[config.mk]
export PLATFORM = sky130hd
export DESIGN_NAME = sensor_frame_collector_crc8
export DESIGN_NICKNAME = d
export VERILOG_FILES = /design/src/rtl/scfc_pkg.sv /design/src/rtl/scfc_frame_asm.sv /design/src/rtl/scfc_slot_mem.sv /design/src/rtl/sensor_frame_collector_crc8.sv
export SDC_FILE = /design/constraint.sdc
export NUM_CORES = 1
export LEC_CHECK = 0
export BUFFER_PORTS_ARGS = -buffer_cell sky130_fd_sc_hd__buf_2
export CORE_MARGIN = 2
export CORE_UTILIZATION = 42
export DETAILED_ROUTE_END_ITERATION = 10
export RECOVER_POWER = 100
export SETUP_SLACK_MARGIN = 0.3
export SYNTH_ARGS = -nofsm -noshare
export SYNTH_HDL_FRONTEND = slang
export SYNTH_SLANG_ARGS = --single-unit
[constraint.sdc]
create_clock -name clk_i -period 9.8 [get_ports clk_i]
set_clock_uncertainty 0.1 [all_clocks]
set_input_delay 0.49 -clock clk_i [delete_from_list [all_inputs] [get_ports clk_i]]
set_output_delay 0.49 -clock clk_i [all_outputs]
set_load 0.005 [all_outputs]
[src/rtl/scfc_pkg.sv]
// ----------------------------------------------------------------------------
// scfc_pkg
// Request codes, status codes, slot record type and the CRC-8 byte update
// shared by the sensor frame collector modules.
// ----------------------------------------------------------------------------
package scfc_pkg;

  // Request kinds
  localparam logic [1:0] KIND_POLL = 2'd0;
  localparam logic [1:0] KIND_BYTE = 2'd1;
  localparam logic [1:0] KIND_READ = 2'd2;

  // Report kinds
  localparam logic RPT_FRAME = 1'b0;
  localparam logic RPT_READ  = 1'b1;

  // Status codes, frame reports
  localparam logic [1:0] ST_STORED  = 2'd0;
  localparam logic [1:0] ST_CRC_BAD = 2'd1;
  localparam logic [1:0] ST_ID_BAD  = 2'd2;
  // Status codes, read reports
  localparam logic [1:0] ST_REPLIED  = 2'd0;
  localparam logic [1:0] ST_NO_REPLY = 2'd1;

  // Frame layout: six bytes, the last one carries only CRC
  localparam int unsigned FrameBytes = 6;
  localparam logic [2:0]  LastPos    = 3'(FrameBytes - 1);

  localparam logic [7:0] CrcPoly = 8'h07;
  localparam logic [7:0] CrcInit = 8'hFF;

  typedef struct packed {
    logic [5:0]  addr;
    logic [8:0]  temp;
    logic [9:0]  hum;
    logic [12:0] co2;
  } slot_data_t;

  // Frame completion info from the assembler
  typedef struct packed {
    logic       done;
    logic       crc_ok;
    logic       frc;
    logic       asc;
    slot_data_t data;
  } frame_rpt_t;

  // CRC-8, MSB first, no reflection
  function automatic logic [7:0] crc8_byte(input logic [7:0] crc, input logic [7:0] b);
    logic [7:0] c;
    c = crc ^ b;
    for (int k = 0; k < 8; k++) begin
      c = c[7] ? ({c[6:0], 1'b0} ^ CrcPoly) : {c[6:0], 1'b0};
    end
    return c;
  endfunction

endpackage

[src/rtl/scfc_frame_asm.sv]
// ----------------------------------------------------------------------------
// scfc_frame_asm
// Byte assembler with running CRC-8; unpacks the frame on the last byte.
// ----------------------------------------------------------------------------
module scfc_frame_asm (
  input  logic                 clk_i,
  input  logic                 rst_ni,
  input  logic                 restart_i,
  input  logic                 byte_en_i,
  input  logic [7:0]           rx_byte_i,
  output scfc_pkg::frame_rpt_t rpt_o
);
  import scfc_pkg::*;

  logic [2:0]  pos_q, pos_d;
  logic [7:0]  crc_q, crc_d, crc_next;
  logic [39:0] bytes_q, bytes_d;
  logic        last;

  assign crc_next = crc8_byte(crc_q, rx_byte_i);
  assign last     = byte_en_i && (pos_q == LastPos);

  always_comb begin
    pos_d   = pos_q;
    crc_d   = crc_q;
    bytes_d = bytes_q;
    if (restart_i || last) begin
      pos_d   = '0;
      crc_d   = CrcInit;
      bytes_d = '0;
    end else if (byte_en_i) begin
      crc_d = crc_next;
      bytes_d[{pos_q, 3'b000} +: 8] = rx_byte_i;
      pos_d = pos_q + 3'd1;
    end
  end

  always_ff @(posedge clk_i or negedge rst_ni) begin
    if (!rst_ni) begin
      pos_q   <= '0;
      crc_q   <= CrcInit;
      bytes_q <= '0;
    end else begin
      pos_q   <= pos_d;
      crc_q   <= crc_d;
      bytes_q <= bytes_d;
    end
  end

  // Unpack little-endian: temperature, humidity, CO2, then the flags and sensor address
  assign rpt_o.done      = last;
  assign rpt_o.crc_ok    = (crc_next == 8'h00);
  assign rpt_o.frc       = bytes_q[32];
  assign rpt_o.asc       = bytes_q[33];
  assign rpt_o.data.addr = bytes_q[39:34];
  assign rpt_o.data.temp = bytes_q[8:0];
  assign rpt_o.data.hum  = bytes_q[18:9];
  assign rpt_o.data.co2  = bytes_q[31:19];

endmodule

[src/rtl/scfc_slot_mem.sv]
// ----------------------------------------------------------------------------
// scfc_slot_mem
// Slot table: synchronous memory with registered read, plus per-slot
// replied bits that reset clears. A slot without its bit reads with rd_replied_o low.
// ----------------------------------------------------------------------------
module scfc_slot_mem #(
  parameter int unsigned NUM_SLOTS = 32,
  parameter int unsigned IDX_W     = 5
) (
  input  logic                 clk_i,
  input  logic                 rst_ni,
  input  logic                 clr_en_i,
  input  logic [IDX_W-1:0]     clr_idx_i,
  input  logic                 wr_en_i,
  input  logic [IDX_W-1:0]     wr_idx_i,
  input  scfc_pkg::slot_data_t wr_data_i,
  input  logic                 rd_en_i,
  input  logic [IDX_W-1:0]     rd_idx_i,
  output logic                 rd_replied_o,
  output scfc_pkg::slot_data_t rd_data_o
);
  import scfc_pkg::*;

  slot_data_t           mem [NUM_SLOTS];
  logic [NUM_SLOTS-1:0] replied_q;
  logic                 rd_replied_q;
  slot_data_t           rd_data_q;

  always_ff @(posedge clk_i) begin
    if (wr_en_i) begin
      mem[wr_idx_i] <= wr_data_i;
    end
    if (rd_en_i) begin
      rd_data_q <= mem[rd_idx_i];
    end
  end

  always_ff @(posedge clk_i or negedge rst_ni) begin
    if (!rst_ni) begin
      replied_q    <= '0;
      rd_replied_q <= 1'b0;
    end else begin
      if (wr_en_i) begin
        replied_q[wr_idx_i] <= 1'b1;
      end
      if (clr_en_i) begin
        replied_q[clr_idx_i] <= 1'b0;
      end
      if (rd_en_i) begin
        rd_replied_q <= replied_q[rd_idx_i];
      end
    end
  end

  assign rd_replied_o = rd_replied_q;
  assign rd_data_o    = rd_data_q;

endmodule

[src/rtl/sensor_frame_collector_crc8.sv]
// ----------------------------------------------------------------------------
// sensor_frame_collector_crc8
// Results: a result strobes in the cycle after the request that causes it.
// Throughput: one request per cycle; busy stays low, nothing in the block
//   iterates and the slot memory port serves one access per cycle.
// Reset: frame assembly restarts, every slot reads as no reply.
// Results cannot be stalled: each is shown for exactly one cycle.
// ----------------------------------------------------------------------------
module sensor_frame_collector_crc8 #(
  parameter int unsigned NUM_SLOTS = 32
) (
  input  logic        clk_i,
  input  logic        rst_ni,
  input  logic        start,
  output logic        busy,
  input  logic [1:0]  kind_i,
  input  logic [4:0]  slot_i,
  input  logic [7:0]  rx_byte_i,
  output logic        result_valid_o,
  output logic        report_kind_o,
  output logic [1:0]  status_o,
  output logic [5:0]  sensor_address_o,
  output logic [8:0]  temperature_tenths_o,
  output logic [9:0]  humidity_tenths_o,
  output logic [12:0] co2_ppm_o,
  output logic        forced_recal_flag_o,
  output logic        auto_cal_flag_o
);
  import scfc_pkg::*;

  localparam int unsigned IdxW      = (NUM_SLOTS > 1) ? $clog2(NUM_SLOTS) : 1;
  localparam logic [6:0]  NumSlots7 = 7'(NUM_SLOTS);

  // Request decode
  logic       accept;
  logic       poll_en, byte_en, rd_req;
  logic [6:0] slot_ext;
  logic       slot_ok;

  // Every request completes its table access in the accept cycle
  assign busy   = 1'b0;
  assign accept = start && !busy;

  always_comb begin
    poll_en = 1'b0;
    byte_en = 1'b0;
    rd_req  = 1'b0;
    if (accept) begin
      unique case (kind_i)
        KIND_POLL: poll_en = 1'b1;
        KIND_BYTE: byte_en = 1'b1;
        KIND_READ: rd_req  = 1'b1;
        default:   ;  // unused code: drop the request
      endcase
    end
  end

  assign slot_ext = {2'b00, slot_i};
  assign slot_ok  = slot_ext < NumSlots7;

  // Frame assembly and CRC check
  frame_rpt_t rpt;

  scfc_frame_asm u_frame (
    .clk_i     (clk_i),
    .rst_ni    (rst_ni),
    .restart_i (poll_en),
    .byte_en_i (byte_en),
    .rx_byte_i (rx_byte_i),
    .rpt_o     (rpt)
  );

  // A good frame lands in slot id-1; ids zero or beyond the table are refused
  logic       id_ok;
  logic [6:0] id_m1;
  logic       wr_en;

  assign id_ok = (rpt.data.addr != 6'd0) && ({1'b0, rpt.data.addr} <= NumSlots7);
  assign id_m1 = {1'b0, rpt.data.addr} - 7'd1;
  assign wr_en = rpt.done && rpt.crc_ok && id_ok;

  logic       mem_replied;
  slot_data_t mem_data;

  scfc_slot_mem #(
    .NUM_SLOTS (NUM_SLOTS),
    .IDX_W     (IdxW)
  ) u_slots (
    .clk_i        (clk_i),
    .rst_ni       (rst_ni),
    .clr_en_i     (poll_en && slot_ok),
    .clr_idx_i    (slot_ext[IdxW-1:0]),
    .wr_en_i      (wr_en),
    .wr_idx_i     (id_m1[IdxW-1:0]),
    .wr_data_i    (rpt.data),
    .rd_en_i      (rd_req && slot_ok),
    .rd_idx_i     (slot_ext[IdxW-1:0]),
    .rd_replied_o (mem_replied),
    .rd_data_o    (mem_data)
  );

  // Result stage: frame reports are registered here, read data comes from
  // the memory's own read register in the cycle after the request.
  logic       res_valid_q, res_valid_d;
  logic       res_read_q, res_read_d;
  logic       rd_hit_q;
  logic [1:0] fr_status_q, fr_status_d;
  slot_data_t fr_data_q, fr_data_d;
  logic       fr_frc_q, fr_frc_d;
  logic       fr_asc_q, fr_asc_d;

  always_comb begin
    res_valid_d = rpt.done || rd_req;
    res_read_d  = rd_req;
    fr_status_d = ST_STORED;
    fr_data_d   = rpt.data;
    fr_frc_d    = rpt.frc;
    fr_asc_d    = rpt.asc;
    if (!rpt.crc_ok) begin
      // bad CRC: report nothing of the frame
      fr_status_d = ST_CRC_BAD;
      fr_data_d   = '0;
      fr_frc_d    = 1'b0;
      fr_asc_d    = 1'b0;
    end else if (!id_ok) begin
      fr_status_d = ST_ID_BAD;
    end
  end

  always_ff @(posedge clk_i or negedge rst_ni) begin
    if (!rst_ni) begin
      res_valid_q <= 1'b0;
      res_read_q  <= 1'b0;
    end else begin
      res_valid_q <= res_valid_d;
      res_read_q  <= res_read_d;
    end
  end

  // Payload holds; no reset needed
  always_ff @(posedge clk_i) begin
    if (rd_req) begin
      rd_hit_q <= slot_ok;
    end
    if (rpt.done) begin
      fr_status_q <= fr_status_d;
      fr_data_q   <= fr_data_d;
      fr_frc_q    <= fr_frc_d;
      fr_asc_q    <= fr_asc_d;
    end
  end

  // Output select: a slot out of range or never answered reads as no reply
  logic       rd_good;
  slot_data_t out_data;

  assign rd_good = rd_hit_q && mem_replied;

  always_comb begin
    if (res_read_q) begin
      status_o            = rd_good ? ST_REPLIED : ST_NO_REPLY;
      out_data            = rd_good ? mem_data : '0;
      forced_recal_flag_o = 1'b0;
      auto_cal_flag_o     = 1'b0;
    end else begin
      status_o            = fr_status_q;
      out_data            = fr_data_q;
      forced_recal_flag_o = fr_frc_q;
      auto_cal_flag_o     = fr_asc_q;
    end
  end

  assign result_valid_o       = res_valid_q;
  assign report_kind_o        = res_read_q ? RPT_READ : RPT_FRAME;
  assign sensor_address_o     = out_data.addr;
  assign temperature_tenths_o = out_data.temp;
  assign humidity_tenths_o    = out_data.hum;
  assign co2_ppm_o            = out_data.co2;

`ifndef NO_ASSERTIONS
  // A result only follows an accepted request
  a_result_has_cause: assert property (@(posedge clk_i) disable iff (!rst_ni)
    result_valid_o |-> $past(start && !busy))
    else $error("result without request");

  // Every read request gets its report in the next cycle
  a_read_answers: assert property (@(posedge clk_i) disable iff (!rst_ni)
    (start && !busy && kind_i == KIND_READ) |=> (result_valid_o && report_kind_o))
    else $error("read request not answered");

  // A stored frame always carries a nonzero sensor address
  a_stored_addr: assert property (@(posedge clk_i) disable iff (!rst_ni)
    (result_valid_o && report_kind_o == RPT_FRAME && status_o == ST_STORED)
      |-> (sensor_address_o != 6'd0))
    else $error("stored frame with address zero");

  // A poll never produces a result
  a_poll_silent: assert property (@(posedge clk_i) disable iff (!rst_ni)
    (start && !busy && kind_i == KIND_POLL) |=> !result_valid_o)
    else $error("poll produced a result");
`endif

endmodule
# Word level (Yosys, flattened, before mapping)
# Memories as Yosys holds them, arrays and structs flattened. A register that Yosys moved wholly into a read port is not among the register bits.
# Index checks and enable logic that the tools add are counted.
op_classes:
  add_sub_neg: 3
  n_lt_le_gt_ge: 6
  n_eq_ne: 3
  shift: 2
  n_mux: 39
  bitwise_logic: 12
  reduce_logical: 15
op_table:
  columns: ["operator", "n"]
  rows:
  - ["$mux 40", 2]
  - ["$mux 38", 2]
  - ["$mux 32", 2]
  - ["$bwmux 40", 1]
  - ["$shift 8x8->40 const A", 1]
  - ["$shiftx 8x8->40", 1]
  - ["$and 32x32->32", 1]
  - ["$not 32->32", 1]
  - ["$or 32x32->32", 1]
  - ["$mux 3", 10]
  - ["$not 3->3", 8]
  - ["$lt 5x6->1 const B", 3]
  - ["$mux 8", 2]
  - ["$mux 1", 15]
  - ["$demux 1 s5", 2]
  - ["$ge 5x1->1 const B", 2]
  - ["$logic_and 1x1->1", 9]
  - ["$logic_not 8->1", 1]
  - ["$neg 6->8", 1]
  - ["$xor 8x8->8", 1]
  - ["$le 6x6->1 const B", 1]
  - ["$reduce_bool 6->1", 1]
  - ["$bmux 1 s5", 1]
  - ["$sub 5x1->5 const B", 1]
  - ["other kinds (8)", 10]
word_totals:
  regBits: 129
  ramBits: 1216
  inputBits: 18
  out_inout_bits: 45
  elab_cells: 96
  memories: 1
mem_list:
  columns: ["name", "words", "word_bits", "rd", "rd_clocked_by_memory_dff", "wr", "line", "text"]
  rows:
  - ["u_slots.mem", 32, 38, 1, 1, 1, "scfc_slot_mem.sv:24", "slot_data_t mem [NUM_SLOTS];"]

# Depth between registers and ports, before layout
logic_depth:
  depth_word: 23
  ltp_mapped: 9
  depth_no_buf: 7

# Modules after synthesis
# Synthesis repeated with hierarchy kept, for this count alone.
hier_totals:
  hier_cells: 2346
  area_unflattened_um2: 53633.9
by_module_without_submodules:
  columns: ["module", "n_inst", "cells_per_inst", "area_each_um2", "seq_area_each_um2"]
  rows:
  - ["scfc_slot_mem", 1, 1951, 48810.6, 38481.9]
  - ["scfc_frame_asm", 1, 228, 2565.0, 1286.2]
  - ["sensor_frame_collector_crc8", 1, 167, 2258.4, 1311.3]

# Worst setup path after synthesis
# No wires, ideal clock.
synth_path:
  path_type: "register to register"
  start: "register u_frame.bytes_q[35]"
  end: "register u_slots.replied_q[27]"
  setup_time_ps: 80
  arrival_ps: 6080
  required_ps: 9620
  slack_ps: 3540
  stages_incl_launch_ff: 9
  n_path_buf: 3
  synth_period_minus_slack_ps: 6260
  path_cell_list: "dfrtp_1 buf_6 or4_1 buf_2 o21ai_4 nand4_4 buf_6 nor4_1 o22a_1"
synth_via:
  elab_chain_len: 9
  word_cells_on_any_way: 14
  cone_classes: "1 x add/sub; 3 x order compare; 4 x mux; 2 x bitwise; 4 x reduce/logical"
synth_rtl:
  columns: ["element", "line", "text"]
  rows:
  - ["start, declared", "scfc_frame_asm.sv:17", "logic [39:0] bytes_q, bytes_d;"]
  - ["start signal, assigned", "scfc_frame_asm.sv:46", "bytes_q <= bytes_d;"]
  - ["$sub 5x1->5", "sensor_frame_collector_crc8.sv:79", "assign id_m1 = {1'b0, rpt.data.addr} - 7'd1;"]
  - ["$lt 5x6->1 (implied by the code) or $ge 5x1->1 (tied branches)", "scfc_slot_mem.sv:44", "replied_q[wr_idx_i] <= 1'b1;"]
  - ["$logic_and 1x1->1 (implied by the code)", "scfc_slot_mem.sv:44", null]
  - ["$mux 1 (implied by the code)", "scfc_slot_mem.sv:44", null]
  - ["$demux 1 s5", null, null]
  - ["$or 32x32->32 (no line)", null, null]
  - ["$mux 32 *", "scfc_slot_mem.sv:43", "if (wr_en_i) begin"]
  - ["$and 32x32->32 (no line)", null, null]
  - ["$mux 32 *", "scfc_slot_mem.sv:46", "if (clr_en_i) begin"]
  - ["end signal, assigned", "scfc_slot_mem.sv:40", "replied_q <= '0;"]
  - ["end signal, assigned by index", "scfc_slot_mem.sv:44", null]
  - ["end signal, assigned by index", "scfc_slot_mem.sv:47", "replied_q[clr_idx_i] <= 1'b0;"]
  - ["end, declared", "scfc_slot_mem.sv:25", "logic [NUM_SLOTS-1:0] replied_q;"]
# Mark *: on every way between the ends. The rest lies on a longest branch, timed or not.
# A chain may end at the register's enable or synchronous reset.

# Worst setup path after layout
layout_path:
  start: "register u_frame.bytes_q[38]"
  end: "memory u_slots.mem[26][15] (netlist bit) (enable)"
layout_via:
  elab_chain_len: 5
  word_cells_on_any_way: 7
  cone_classes: "1 x add/sub; 1 x order compare; 2 x mux; 3 x reduce/logical"
layout_rtl:
  columns: ["element", "line", "text"]
  rows:
  - ["$le 6x6->1 or $reduce_bool 6->1 (tied branches)", "sensor_frame_collector_crc8.sv:78", "assign id_ok = (rpt.data.addr != 6'd0) && ({1'b0, rpt.data.addr} <= NumSlots7);"]
  - ["$logic_and 1x1->1", "sensor_frame_collector_crc8.sv:78", null]
  - ["$logic_and 1x1->1", "sensor_frame_collector_crc8.sv:80", "assign wr_en = rpt.done && rpt.crc_ok && id_ok;"]
  - ["$mux 1", "scfc_slot_mem.sv:30", "if (wr_en_i) begin"]
  - ["$mux 1 (implied by the code)", "scfc_slot_mem.sv:31", "mem[wr_idx_i] <= wr_data_i;"]
  - ["end, declared", "scfc_slot_mem.sv:24", null]
# Several ways; a longest one is shown, not always the timed one.

==> impl_metrics.yaml <==
synthesis:
  yosys.cell_types.count: 59
  synth-warning-count: 0
  synthFlopType: "edfxtp_1"
  ys_ff_latch: 1382
  synth.cell_area_sq_um: 53200
  syn-num-nets: 2574
  synth_edf_count: 1296
  synthArstFlopShare_pct: 6.22
  avgSynthCellArea_sq_um: 20.9
  ys_seq_area_share_pct: 77.3
  syn_inst: 2549
detailed_routing:
  drt_iter0_markers: 2998
  dr.pass1.iters: 7
  post_drt_wl_per_cell_um: 33.0
  vias_per_cell: 6.09
  ant_nets: 0
  routed_wl_mm: 148
  drc_errors: 0
  vias: 27200
cts:
  tritoncts: "built"
  max-clock-path-buffers: 3
  ctsResizeCount: 0
  clkTransAtPathRegs_ns: 0.06
  cts.sinks: 1382
  cts_buffers: 142
  h-tree-depth: 4
  clk-insertion-delay-late_ns: 0.75
  root_buffer: "clkbuf_16"
worst_setup_path:
  cp-startpoint: "u_frame.bytes_q[38]"
  worstSetupEndpointType: "register"
  worstPathArrival_ns: 6.90
  critPathKind: "register to register"
  rr_startpoint: "u_frame.bytes_q[38]"
  start_kind: "register"
  cp_slowest_stage_delay_ns: 1.40
  crit_required_ns: 10.06
  path_cells: "clkbuf_1 -> or3_1 -> nand4_1 -> or2_0 -> nor3_1 -> buf_4"
  cpMaxStageDelayCell: "clkbuf_1"
  worstPathMaxFanout: 46
floorplanning:
  die_area_sq_um: 129000
  die_width_um: 360
  ios: 63
  core_sq_um: 126000
  start_util_pct: 42.3
  rows: 130
  die_h_um: 360
global_route:
  grt_first_pass_wirelength_mm: 209
  antenna_found_initial: 7
  grt_pass1_vias: 27800
  track_usage_pct: 22.8
  grt-ovfl-total: 0
  grt_max_degree: 134
sta:
  rsz0062_at_grt: "no"
  relSlewSlack_pct: -172
  timing.fmax_mhz: 151
  finalHoldViolCount: 0
  worst_slack_ns: 3.16
  layout_min_cycle_time_ns: 6.64
  post-route-period-util_pct: 67.7
  tightestPinTransition_ns: 4.07
  setup_viol_count_final: 0
  setup_tns_ns: 0
  report.final.slew_viol_count: 1302
pwr:
  powerDensity_nw_per_um2: 206
  p_clk_share_pct: 42.4
  power_switching_mw: 2.69
  power_leakage_nw: 20.2
  vdd_drop_max_uv: 119
  power.internal_mw: 9.73
  swShare_pct: 21.7
  seqPwrFrac_pct: 52.5
  power_frac_comb_pct: 5.0
  finalPower_mw: 12.4
status:
  status: "complete, but fails checks"
  violations: "max-capacitance violations, max-slew violations"
cells_and_area:
  fillCellCount: 10200
  area_delta_synth_final_pct: 13.1
  drive_gt1_share_pct: 21.9
  finalNonFillerCells: 4464
  final_nets: 2720
hold_path:
  min-delay-start: "rx_byte_i[2]"
  hp-class: "input port to register"
placed_design:
  hpwl_mm: 81.4
  post-place-ws_ns: 5.23
  dp_cells: 4194
  portBuffers: 61
  gp_congestion: 0.911
job:
  cap_violations: 38
per-layer routing:
metal	GRT usage, %	part of all wire, %	vias up
met3	4.28	7.7	252
met2	36.4	48	1259
met5	0	0.028	-
li1	-	-	10900
met4	9.32	4.2	6
met1	30.8	40	14700
layout make-up:
cell class / instances / area (sq um) / share of cell area (%)
Sequential cell: 1382 / 41100 / 68.3
Multi-Input combinational cell: 953 / 11300 / 18.9
Clock buffer: 178 / 3770 / 6.27
Antenna cell: 3 / 7.51 / 0.0125
Timing Repair Buffer: 157 / 892 / 1.48
Tap cell: 1650 / 2060 / 3.43
Clock inverter: 82 / 748 / 1.24
Inverter: 59 / 221 / 0.368
cell usage after synthesis, drive strengths merged, types with 4 or more instances:
master / count / area share [%]
nand4: 42 / 0.52
nor3: 19 / 0.19
a22o: 8 / 0.13
ha: 7 / 0.16
dfstp: 8 / 0.40
and3: 47 / 0.55
or2: 4 / 0.052
and2: 6 / 0.071
o22a: 13 / 0.21
a2bb2oi: 8 / 0.13
xnor2: 16 / 0.26
clkbuf: 106 / 0.75
nor4: 21 / 0.45
nand3b: 4 / 0.056
a21oi: 36 / 0.34
a22oi: 152 / 2.1
nand3: 24 / 0.23
mux2i: 22 / 0.41
nor2b: 5 / 0.059
buf: 49 / 0.45
edfxtp: 1296 / 73
nand2: 72 / 0.51
o21ai: 53 / 0.52
dfrtp: 78 / 3.7
o22ai: 14 / 0.16
mux4: 309 / 13
or3: 8 / 0.094
inv: 59 / 0.42
nor2: 30 / 0.21
timing repair:
item	in CTS	in global routing
setup buffers	0	0
hold buffers	7	0
endpoints found under the setup margin	0	0
endpoints found under the hold margin	51	0
cell families (layout without fill, tap and decap cells):
kind of cell	count (synthesis)	count (layout)	synth area share [%]
AOI/OAI and AO/OA	294	294	3.80
buffers and inverters	214	476	1.62
muxes	332	332	13.5
other	1	4	0.00705
and+or+nand+nor	298	298	3.23
xor gates and xnor gates	21	21	0.400
DFF	1382	1382	77.3
adders and majority gates	7	7	0.165
path summary, 6_finish.rpt:
check / slack, ns / end / depth (start not counted)
max: 3.16 / u_slots.mem[26][15] / 6
min: 0.07 / u_frame.bytes_q[26] / 3
max reg2reg: 3.16 / u_slots.mem[26][15] / 6
min reg2reg: 0.38 / u_frame.crc_q[1] / 2
max in group asynchronous: 4.78 / u_frame.bytes_q[15] / 3
min in group asynchronous: 0.94 / u_slots.replied_q[11] / 2
placed cells by master (no fill, tap or decap), types with 4 or more instances in the layout:
master            n
a21oi_1          35
a22o_1            8
a22oi_1         152
a2bb2oi_1         8
and2_1            4
and3_1           46
buf_2            14
buf_4            45
bufinv_16        11
clkbuf_1        114
clkbuf_16       144
clkbuf_8          4
clkinv_1         36
clkinv_2         21
dfrtp_1          77
dfstp_2           8
dlygate4sd3_1     7
edfxtp_1       1296
ha_1              7
inv_1            59
inv_6             8
mux2i_1          22
mux4_2          309
nand2_1          72
nand3_1          24
nand3b_1          4
nand4_1          42
nor2_1           29
nor2b_1           5
nor3_1            9
nor3_2            9
nor4_1           11
nor4_4           10
o21ai_0          51
o22a_1           13
o22ai_1          14
or3_1             8
xnor2_1          16
power groups by stage:
| stage | clock (mW) | sequential (mW) | combinational (mW) |
|---|---|---|---|
| floorplan | 0 | 6.64 | 0.379 |
| global placement | 0 | 6.64 | 0.620 |
| detailed placement | 0 | 6.64 | 0.625 |
| CTS | 5.35 | 6.52 | 0.631 |
| global route | 5.57 | 6.53 | 0.662 |
| finish | 5.27 | 6.52 | 0.622 |
flip-flops by register name (all words and copies together), names as in the netlist:
| signal | count |
|---|---|
| u_frame.pos_q | 3 |
| u_slots.rd_data_o | 38 |
| result_valid_o | 1 |
| fr_status_q | 2 |
| u_frame.crc_q | 8 |
| fr_data_q | 38 |
| u_slots.mem | 1216 |
| u_slots.rd_replied_o | 1 |
| res_read_q | 1 |
| fr_asc_q | 1 |
| fr_frc_q | 1 |
| u_slots.replied_q | 32 |
| u_frame.bytes_q | 40 |
per-stage QoR:
stage	cell area, sq um	hold slack, ns	util [%]
2_1_floorplan	53200	0.0944	-
3_3_place_gp	55900	0.363	44.5
3_5_place_dp	55900	0.368	44.5
4_1_cts	60500	0.0151	48.2
5_1_grt	60100	0.0454	47.9
6_report	60100	0.0721	47.9
critical path, delay by kind of cell (launching register included):
kind / cells / cell delay, ns
flops: 1 / 0.32
buf+inv: 2 / 2.13
simple gates: 4 / 3.64
Note: power is estimated with default switching activity, not from simulation.
